**src/rtl/alss_pkg.sv**
```systemverilog
// Types and constants of the adaptive link sync scheduler.
package alss_pkg;

   localparam int CNT_W = 7;
   localparam logic [CNT_W-1:0] RELOAD_CAP = 7'd64;

   // action codes
   localparam logic [1:0] ACT_TICK_1MS  = 2'd0;
   localparam logic [1:0] ACT_TICK_10MS = 2'd1;
   localparam logic [1:0] ACT_TRAFFIC   = 2'd2;

   // register indexes
   localparam logic [2:0] CSR_SYNC_ALL_PERIOD  = 3'd0;
   localparam logic [2:0] CSR_DOWNLINK_COUNT   = 3'd1;
   localparam logic [2:0] CSR_DOWNLINK_PRESENT = 3'd2;
   localparam logic [2:0] CSR_UPLINK_PRESENT   = 3'd3;
   localparam logic [2:0] CSR_SIDELINK_PRESENT = 3'd4;

   localparam logic [15:0] SYNC_ALL_PERIOD_RESET = 16'd1000;

   typedef struct packed {
      logic [1:0] action;
      logic [2:0] link_index;
      logic [7:0] downlink_online;
      logic       uplink_online;
      logic       sidelink_online;
   } req_type;

   typedef struct packed {
      logic [7:0] downlink_sync;
      logic       uplink_sync;
      logic       sidelink_sync;
      logic       sync_all;
   } rsp_type;

   // per-slot commands for one transaction
   typedef struct packed {
      logic tick_1ms;
      logic tick_10ms;
      logic restart;
   } link_ctrl_type;

endpackage

```
**src/rtl/alss_link.sv**
```systemverilog
// One downlink slot: countdown, adaptive reload and grace flag.
module alss_link (
   input  logic                   clock,
   input  logic                   reset,
   input  alss_pkg::link_ctrl_type ctrl,
   output logic                   want
);

   logic [alss_pkg::CNT_W-1:0] countdown_ff, countdown_in;
   logic [alss_pkg::CNT_W-1:0] reload_ff, reload_in;
   logic                       grace_ff, grace_in;
   logic [alss_pkg::CNT_W-1:0] countdown_dec;

   always_comb begin
      countdown_dec = (countdown_ff != '0) ? countdown_ff - 1'b1 : countdown_ff;
      countdown_in  = countdown_ff;
      reload_in     = reload_ff;
      grace_in      = grace_ff;
      want          = 1'b0;
      if (ctrl.restart) begin
         countdown_in = '0;
         reload_in    = alss_pkg::CNT_W'(1);
         grace_in     = 1'b1;
      end else if (ctrl.tick_1ms) begin
         if (countdown_dec == '0) begin
            countdown_in = reload_ff;
            want         = 1'b1;
         end else begin
            countdown_in = countdown_dec;
         end
      end else if (ctrl.tick_10ms) begin
         if (grace_ff) begin
            grace_in = 1'b0;
         end else if (reload_ff < alss_pkg::RELOAD_CAP) begin
            reload_in = {reload_ff[alss_pkg::CNT_W-2:0], 1'b0};
         end
      end
   end

   always_ff @(posedge clock) begin
      if (reset) begin
         countdown_ff <= '0;
         reload_ff    <= alss_pkg::CNT_W'(1);
         grace_ff     <= 1'b1;
      end else begin
         countdown_ff <= countdown_in;
         reload_ff    <= reload_in;
         grace_ff     <= grace_in;
      end
   end

endmodule

```
**src/rtl/alss_sync_all.sv**
```systemverilog
// Global countdown that forces a sync of all present links.
module alss_sync_all (
   input  logic        clock,
   input  logic        reset,
   input  logic        tick,
   input  logic [15:0] period,
   output logic        sync_all
);

   logic [15:0] countdown_ff, countdown_in;
   logic        expired;

   always_comb begin
      expired      = (countdown_ff == '0);
      sync_all     = tick & expired;
      countdown_in = countdown_ff;
      if (tick) begin
         countdown_in = expired ? period : countdown_ff - 16'd1;
      end
   end

   always_ff @(posedge clock) begin
      if (reset) begin
         countdown_ff <= '0;
      end else begin
         countdown_ff <= countdown_in;
      end
   end

endmodule

```
**src/rtl/adaptive_link_sync_scheduler.sv**
```systemverilog
// Top level of the adaptive link sync scheduler.
//
// Usage:
//   req channel (valid/ready): one transaction per event, a 1 ms tick, a 10 ms
//   tick or traffic seen on one downlink slot, together with the current
//   online bits of the downlinks, the uplink and the sidelink.
//   rsp channel (valid/ready): exactly one transaction per request, in order,
//   telling which links to sync now; all fields are zero except on 1 ms ticks.
//   csr port: write enable, register index and 16-bit data, no wait state.
//   Write registers only while the block is idle.
// Pipeline:
//   A request waits in the input register; as it advances the per-slot
//   counters and the global countdown update and the result lands in the
//   output register, which drives rsp_valid and rsp_data. One transaction per
//   cycle is sustained while rsp_ready stays high, since all slots update
//   their state together.
// Reset: counters clear, reloads and grace flags return to 1, registers take
//   their defaults (period 1000, everything else 0).
// Stall: while rsp_ready is low the result holds; one more request waits in
//   the input register, after which req_ready drops until the result leaves.
module adaptive_link_sync_scheduler #(
   parameter int LINKS = 8
) (
   input  logic             clock,
   input  logic             reset,
   input  logic             req_valid,
   output logic             req_ready,
   input  alss_pkg::req_type req_data,
   output logic             rsp_valid,
   input  logic             rsp_ready,
   output alss_pkg::rsp_type rsp_data,
   input  logic             csr_write_en,
   input  logic [2:0]       csr_index,
   input  logic [15:0]      csr_wdata
);

   // configuration registers
   logic [15:0] sync_all_period_ff;
   logic [3:0]  downlink_count_ff;
   logic [7:0]  downlink_present_ff;
   logic        uplink_present_ff;
   logic        sidelink_present_ff;

   // input stage
   logic              in_valid_ff, in_valid_in;
   alss_pkg::req_type in_data_ff;

   // output stage
   logic              rsp_valid_ff, rsp_valid_in;
   alss_pkg::rsp_type rsp_data_ff, rsp_data_in;

   logic req_accept;
   logic advance;
   logic is_1ms;
   logic is_10ms;
   logic is_traffic;
   logic sync_all;

   logic [LINKS-1:0] want;
   logic [LINKS-1:0] active;
   logic [7:0]       want8;
   logic [7:0]       active8;

   // Advance the input stage whenever the output register is free or draining.
   assign advance    = in_valid_ff & (~rsp_valid_ff | rsp_ready);
   assign req_ready  = ~in_valid_ff | advance;
   assign req_accept = req_valid & req_ready;

   assign is_1ms     = (in_data_ff.action == alss_pkg::ACT_TICK_1MS);
   assign is_10ms    = (in_data_ff.action == alss_pkg::ACT_TICK_10MS);
   assign is_traffic = (in_data_ff.action == alss_pkg::ACT_TRAFFIC);

   // Write the configuration registers; drop writes to unknown indexes.
   always_ff @(posedge clock) begin
      if (reset) begin
         sync_all_period_ff  <= alss_pkg::SYNC_ALL_PERIOD_RESET;
         downlink_count_ff   <= '0;
         downlink_present_ff <= '0;
         uplink_present_ff   <= 1'b0;
         sidelink_present_ff <= 1'b0;
      end else if (csr_write_en) begin
         case (csr_index)
            alss_pkg::CSR_SYNC_ALL_PERIOD:  sync_all_period_ff  <= csr_wdata;
            alss_pkg::CSR_DOWNLINK_COUNT:   downlink_count_ff   <= csr_wdata[3:0];
            alss_pkg::CSR_DOWNLINK_PRESENT: downlink_present_ff <= csr_wdata[7:0];
            alss_pkg::CSR_UPLINK_PRESENT:   uplink_present_ff   <= csr_wdata[0];
            alss_pkg::CSR_SIDELINK_PRESENT: sidelink_present_ff <= csr_wdata[0];
            default: ;
         endcase
      end
   end

   // Global forced-sync countdown.
   alss_sync_all u_sync_all (
      .clock    (clock),
      .reset    (reset),
      .tick     (advance & is_1ms),
      .period   (sync_all_period_ff),
      .sync_all (sync_all)
   );

   // Per-slot countdowns, all updated in parallel on the same transaction.
   for (genvar g = 0; g < LINKS; g++) begin : g_link
      alss_pkg::link_ctrl_type ctrl;

      // A slot counts only when below the active count; a count above LINKS
      // saturates for free since g never reaches LINKS.
      assign active[g]      = (4'(g) < downlink_count_ff);
      assign ctrl.tick_1ms  = advance & is_1ms & active[g];
      assign ctrl.tick_10ms = advance & is_10ms & active[g];
      // Traffic restarts the slot even when it is not active.
      assign ctrl.restart   = advance & is_traffic & ({1'b0, in_data_ff.link_index} == 4'(g));

      alss_link u_link (
         .clock (clock),
         .reset (reset),
         .ctrl  (ctrl),
         .want  (want[g])
      );
   end

   // Map slots onto the 8-bit result; slots beyond LINKS read as idle.
   for (genvar b = 0; b < 8; b++) begin : g_bit
      if (b < LINKS) begin : g_used
         assign want8[b]   = want[b];
         assign active8[b] = active[b];
      end else begin : g_unused
         assign want8[b]   = 1'b0;
         assign active8[b] = 1'b0;
      end
   end

   // Build the result; it is all zero unless this is a 1 ms tick.
   always_comb begin
      rsp_data_in.sync_all      = sync_all;
      rsp_data_in.downlink_sync = downlink_present_ff & active8 & ({8{sync_all}}
                                  | (want8 & in_data_ff.downlink_online));
      rsp_data_in.uplink_sync   = is_1ms & uplink_present_ff
                                  & (in_data_ff.uplink_online | sync_all);
      rsp_data_in.sidelink_sync = is_1ms & sidelink_present_ff
                                  & (in_data_ff.sidelink_online | sync_all);
   end

   assign in_valid_in  = req_accept | (in_valid_ff & ~advance);
   assign rsp_valid_in = advance | (rsp_valid_ff & ~rsp_ready);

   // Hold control state of both stages.
   always_ff @(posedge clock) begin
      if (reset) begin
         in_valid_ff  <= 1'b0;
         rsp_valid_ff <= 1'b0;
      end else begin
         in_valid_ff  <= in_valid_in;
         rsp_valid_ff <= rsp_valid_in;
      end
   end

   // Capture payloads; hold them while stalled.
   always_ff @(posedge clock) begin
      if (req_accept) begin
         in_data_ff <= req_data;
      end
      if (advance) begin
         rsp_data_ff <= rsp_data_in;
      end
   end

   assign rsp_valid = rsp_valid_ff;
   assign rsp_data  = rsp_data_ff;

endmodule

```
**config.mk**
```make
export PLATFORM = sky130hd
export DESIGN_NAME = adaptive_link_sync_scheduler
export DESIGN_NICKNAME = d
export VERILOG_FILES = /design/src/rtl/alss_pkg.sv /design/src/rtl/alss_link.sv /design/src/rtl/alss_sync_all.sv /design/src/rtl/adaptive_link_sync_scheduler.sv
export SDC_FILE = /design/constraint.sdc
export NUM_CORES = 1
export LEC_CHECK = 0
export ABC_AREA = 1
export BUFFER_PORTS_ARGS = -buffer_cell sky130_fd_sc_hd__clkbuf_2
export CAP_MARGIN = 10
export CORE_UTILIZATION = 45
export DETAILED_ROUTE_END_ITERATION = 8
export GPL_TIMING_DRIVEN = 0
export PLACE_DENSITY = 0.72
export RECOVER_POWER = 50
export SLEW_MARGIN = 5
export SYNTH_ARGS = -nofsm -noshare
export SYNTH_HDL_FRONTEND = slang
export SYNTH_HIERARCHICAL = 1
export SYNTH_SLANG_ARGS = --single-unit
```
**constraint.sdc**
```tcl
create_clock -name clock -period 2.33 [get_ports clock]
set_input_delay 0.3495 -clock clock [delete_from_list [all_inputs] [get_ports clock]]
set_output_delay 0.3495 -clock clock [all_outputs]
set_load 0.01 [all_outputs]
```
==> flow_summary_export.csv <==
group,metric,value,unit
sta,post-route-period-util,0.9421,
worst_setup_path,required,2.50,ns
floorplanning,initial_core_util,0.4619,
finish,multi_input_area,0.005645,sq mm
synth,yosysSeqAreaShare,0.3939,
detailed_routing,via_per_inst,5.104,
global_routing,grt_usage,0.2034,
finish,area_delta_synth_final,12.42,%
place,gp_congestion,0.8684,
finish,nets,1613,
floorplanning,dieHeight,154.9,um
global_routing,grt_overflow,0,
sta,rsz0062_at_grt,"yes",
synth,synth_seq_cells,194,
sta,finalSetupTns,0,ns
synth,synth_top_cell_by_area,"dfxtp_1",
worst_setup_path,critPathMaxFanout,10,
pwr,leakagePower,0.005182,uW
synth,ys_warn_count,6,
clocking,clock_sinks,194,
sta,slew_headroom,0.3134,
synth,yosys.cell_count.top_type,"nand2_1",
global_routing,met1_usage,0.2787,
detailed_routing,drc,0,
synth,synth_edf_count,26,
finish,layout-drive-gt1-share,0.1453,
sta,max_clock_freq,0.4556,GHz
worst_setup_path,cp.arrival,2.37,ns
outcome,outcome,"complete, no violations",
pwr,ir_worst_vdd,0.5335,mV
place,dp_cells,1843,
job,cap_violations,0,
place,dp_hpwl,18000,um
synth,synth_area,0.01052,sq mm
global_routing,top_usage_layer,"met2",
global_routing,grt_max_degree,19,
worst_setup_path,cp-end-kind,"flip-flop",
finish,n_antenna_cell,0,
detailed_routing,drtAntennaViolNets,0,
synth,synth_ff_type,"dfxtp_1",
place,io_buffer_count,51,
hold_path,hold_path_class,"primary input to flip-flop",
worst_setup_path,critical_path.cell_chain,"nand2_1 > nand4_1 > buf_4 > inv_1 > buf_2 > inv_1 > nor2_4 > buf_12 > o21ai_0 > nor2_1",
sta,hold_viol_final,0,
global_routing,use_met2,0.3284,
worst_setup_path,crit_type,"flip-flop to flip-flop",
finish,register_area,0.004144,sq mm
floorplanning,die_w,154.9,um
synth,yosysTopAreaCellShare,0.3197,
clocking,cts_tree,"built",
sta,min_period,2.195,ns
floorplanning,row_count,55,
clocking,clk_path_buf_depth,2,
clocking,postCtsHoldBufs,0,
worst_setup_path,critPathMaxStageDelay,0.43,ns
synth,syn-instance-count,1479,
synth,synth_cell_type_count,32,
global_routing,first_global_vias,8706,
pwr,total_power,7241,uW
finish,stdcell_count,1882,
global_routing,grt_pass1_wl,40230,um
global_routing,use_met3,0.02312,
detailed_routing,num_vias,9606,
sta,worst_slew_pin_slew,1.030,ns
synth,synth.area.top_cells,"dfxtp_1, nand2_1, nor2_1",
synth,synth_fp_nets,1536,
pwr,power_density,612.2,mW/mm^2
detailed_routing,drt_pass1_iterations,5,
global_routing,antenna_found_initial,0,
clocking,cts_root_buf,"clkbuf_16",
sta,setup_viol,0,
sta,finClkSkew,0.009017,ns
synth,syn_avg_cell_area,7.114,sq um
worst_setup_path,cp-start-kind,"flip-flop",
worst_setup_path,path_common_cell,"inv_1",
floorplanning,die-area,0.02400,sq mm
clocking,clkTransAtPathRegs,0.07,ns
floorplanning,ios,52,
detailed_routing,drt-total-wl,23710,um
synth,async_reset_ff_frac,0,
floorplanning,coreArea,0.02278,sq mm
detailed_routing,drtIter0Drc,612,
clocking,cts_made_buffers,17,
worst_setup_path,crit_slowest_cell,"dfxtp_1",
sta,worst_hold_slack,0.09425,ns
sta,drv_slew,0,
detailed_routing,routedWlPerCell,12.60,um
synth,ys_top_cells_by_count,"nand2_1, nor2_1, dfxtp_1",
clocking,htreeDepth,4,
finish,nFillCells,2239,
clocking,clock_latency,0.43,ns
## flip-flops by register name, indices dropped and copies added, names as in the netlist, 4 cells and up
register	count
g_link.u_link/countdown_ff	56
g_link.u_link/grace_ff	8
sync_all_period_ff	16
g_link.u_link/reload_ff	56
downlink_count_ff	4
u_sync_all/countdown_ff	16
downlink_present_ff	8
in_data_ff	15
rsp_data	11
## per-stage QoR
stage | setup WS (ns) | cell area, sq um | util
after floorplan | 0.4105 | 10520 | -
after global placement | -0.4463 | 11170 | 0.4903
after detailed placement | -0.4824 | 11170 | 0.4903
after CTS | 0.03542 | 11760 | 0.5165
after global routing | -0.02788 | 11830 | 0.5193
final | 0.1349 | 11830 | 0.5193
## cells by family after synthesis
family | synth area share
XOR/XNOR | 0.0008326
buffers and inverters | 0.07290
AND/OR/NAND/NOR | 0.3859
flip-flops | 0.3939
AO/OA/AOI/OAI | 0.1251
adder cells (fa/ha/maj) | 0.02141
## cells in the final DEF (no fill, tap or decap), types with 2 or more instances in the layout
master / count
nand2_1: 287
inv_2: 29
buf_4: 7
clkbuf_2: 46
edfxtp_1: 26
inv_6: 3
dfxtp_1: 168
buf_2: 5
nand3_1: 121
o21ai_0: 111
a21boi_1: 8
nand3_4: 10
clkbuf_16: 17
nand3b_1: 9
ha_1: 18
clkbuf_1: 18
nor2_2: 28
inv_4: 4
a21oi_1: 105
inv_8: 2
nor2_4: 43
nand2_2: 5
nor2_1: 219
clkinv_4: 3
o21ai_2: 16
inv_1: 153
nand4_1: 91
## worst paths after layout
kind | slack [ns] | end | start | cells past startpoint
setup / recovery | 0.13 | rsp_data[2]$_DFFE_PP_ | rsp_valid$_SDFF_PP0_ | 10
hold / removal | 0.09 | in_data_ff[13]$_DFFE_PP_ | req_data[13] | 1
setup reg to reg | 0.13 | rsp_data[2]$_DFFE_PP_ | rsp_valid$_SDFF_PP0_ | 10
hold reg to reg | 0.47 | g_link[3].u_link/reload_ff[1]$_SDFFE_PP0P_ | g_link[3].u_link/reload_ff[0]$_SDFFE_PP1P_ | 2
## where the power goes
part | internal [uW] | switching (uW)
Combinational | 303 | 608
Clock | 1500 | 1320
Sequential | 3450 | 56.7
Total | 5260 | 1990
## worst max-delay path: cells and delay by family (launching register included)
kind | cells | cell delay (ns)
compound gates | 1 | 0.31
buf+inv | 5 | 0.82
flops | 1 | 0.43
simple gates | 4 | 0.36
## cell type report
cell class | instances | share of cell area
Buffer | 19 | 0.006876
Clock buffer | 17 | 0.03597
Clock inverter | 15 | 0.01206
Inverter | 182 | 0.05776
Multi-Input combinational cell | 1084 | 0.4773
Sequential cell | 194 | 0.3504
Tap cell | 313 | 0.03311
Timing Repair Buffer | 58 | 0.02655
## per-layer routing
layer / up-vias / share of wire
met1: 4348 / 0.49
met3: 33 / 0.035
met2: 168 / 0.46
met4: 0 / 0.021
met5: - / 0
li1: 5057 / -
## timing repair
action,in CTS,in global routing
pin swaps,2,1
buffers inserted,2,5
resized for setup,3,9
endpoints found under the setup margin,107,63
Note: power is estimated with default switching activity, not from simulation.
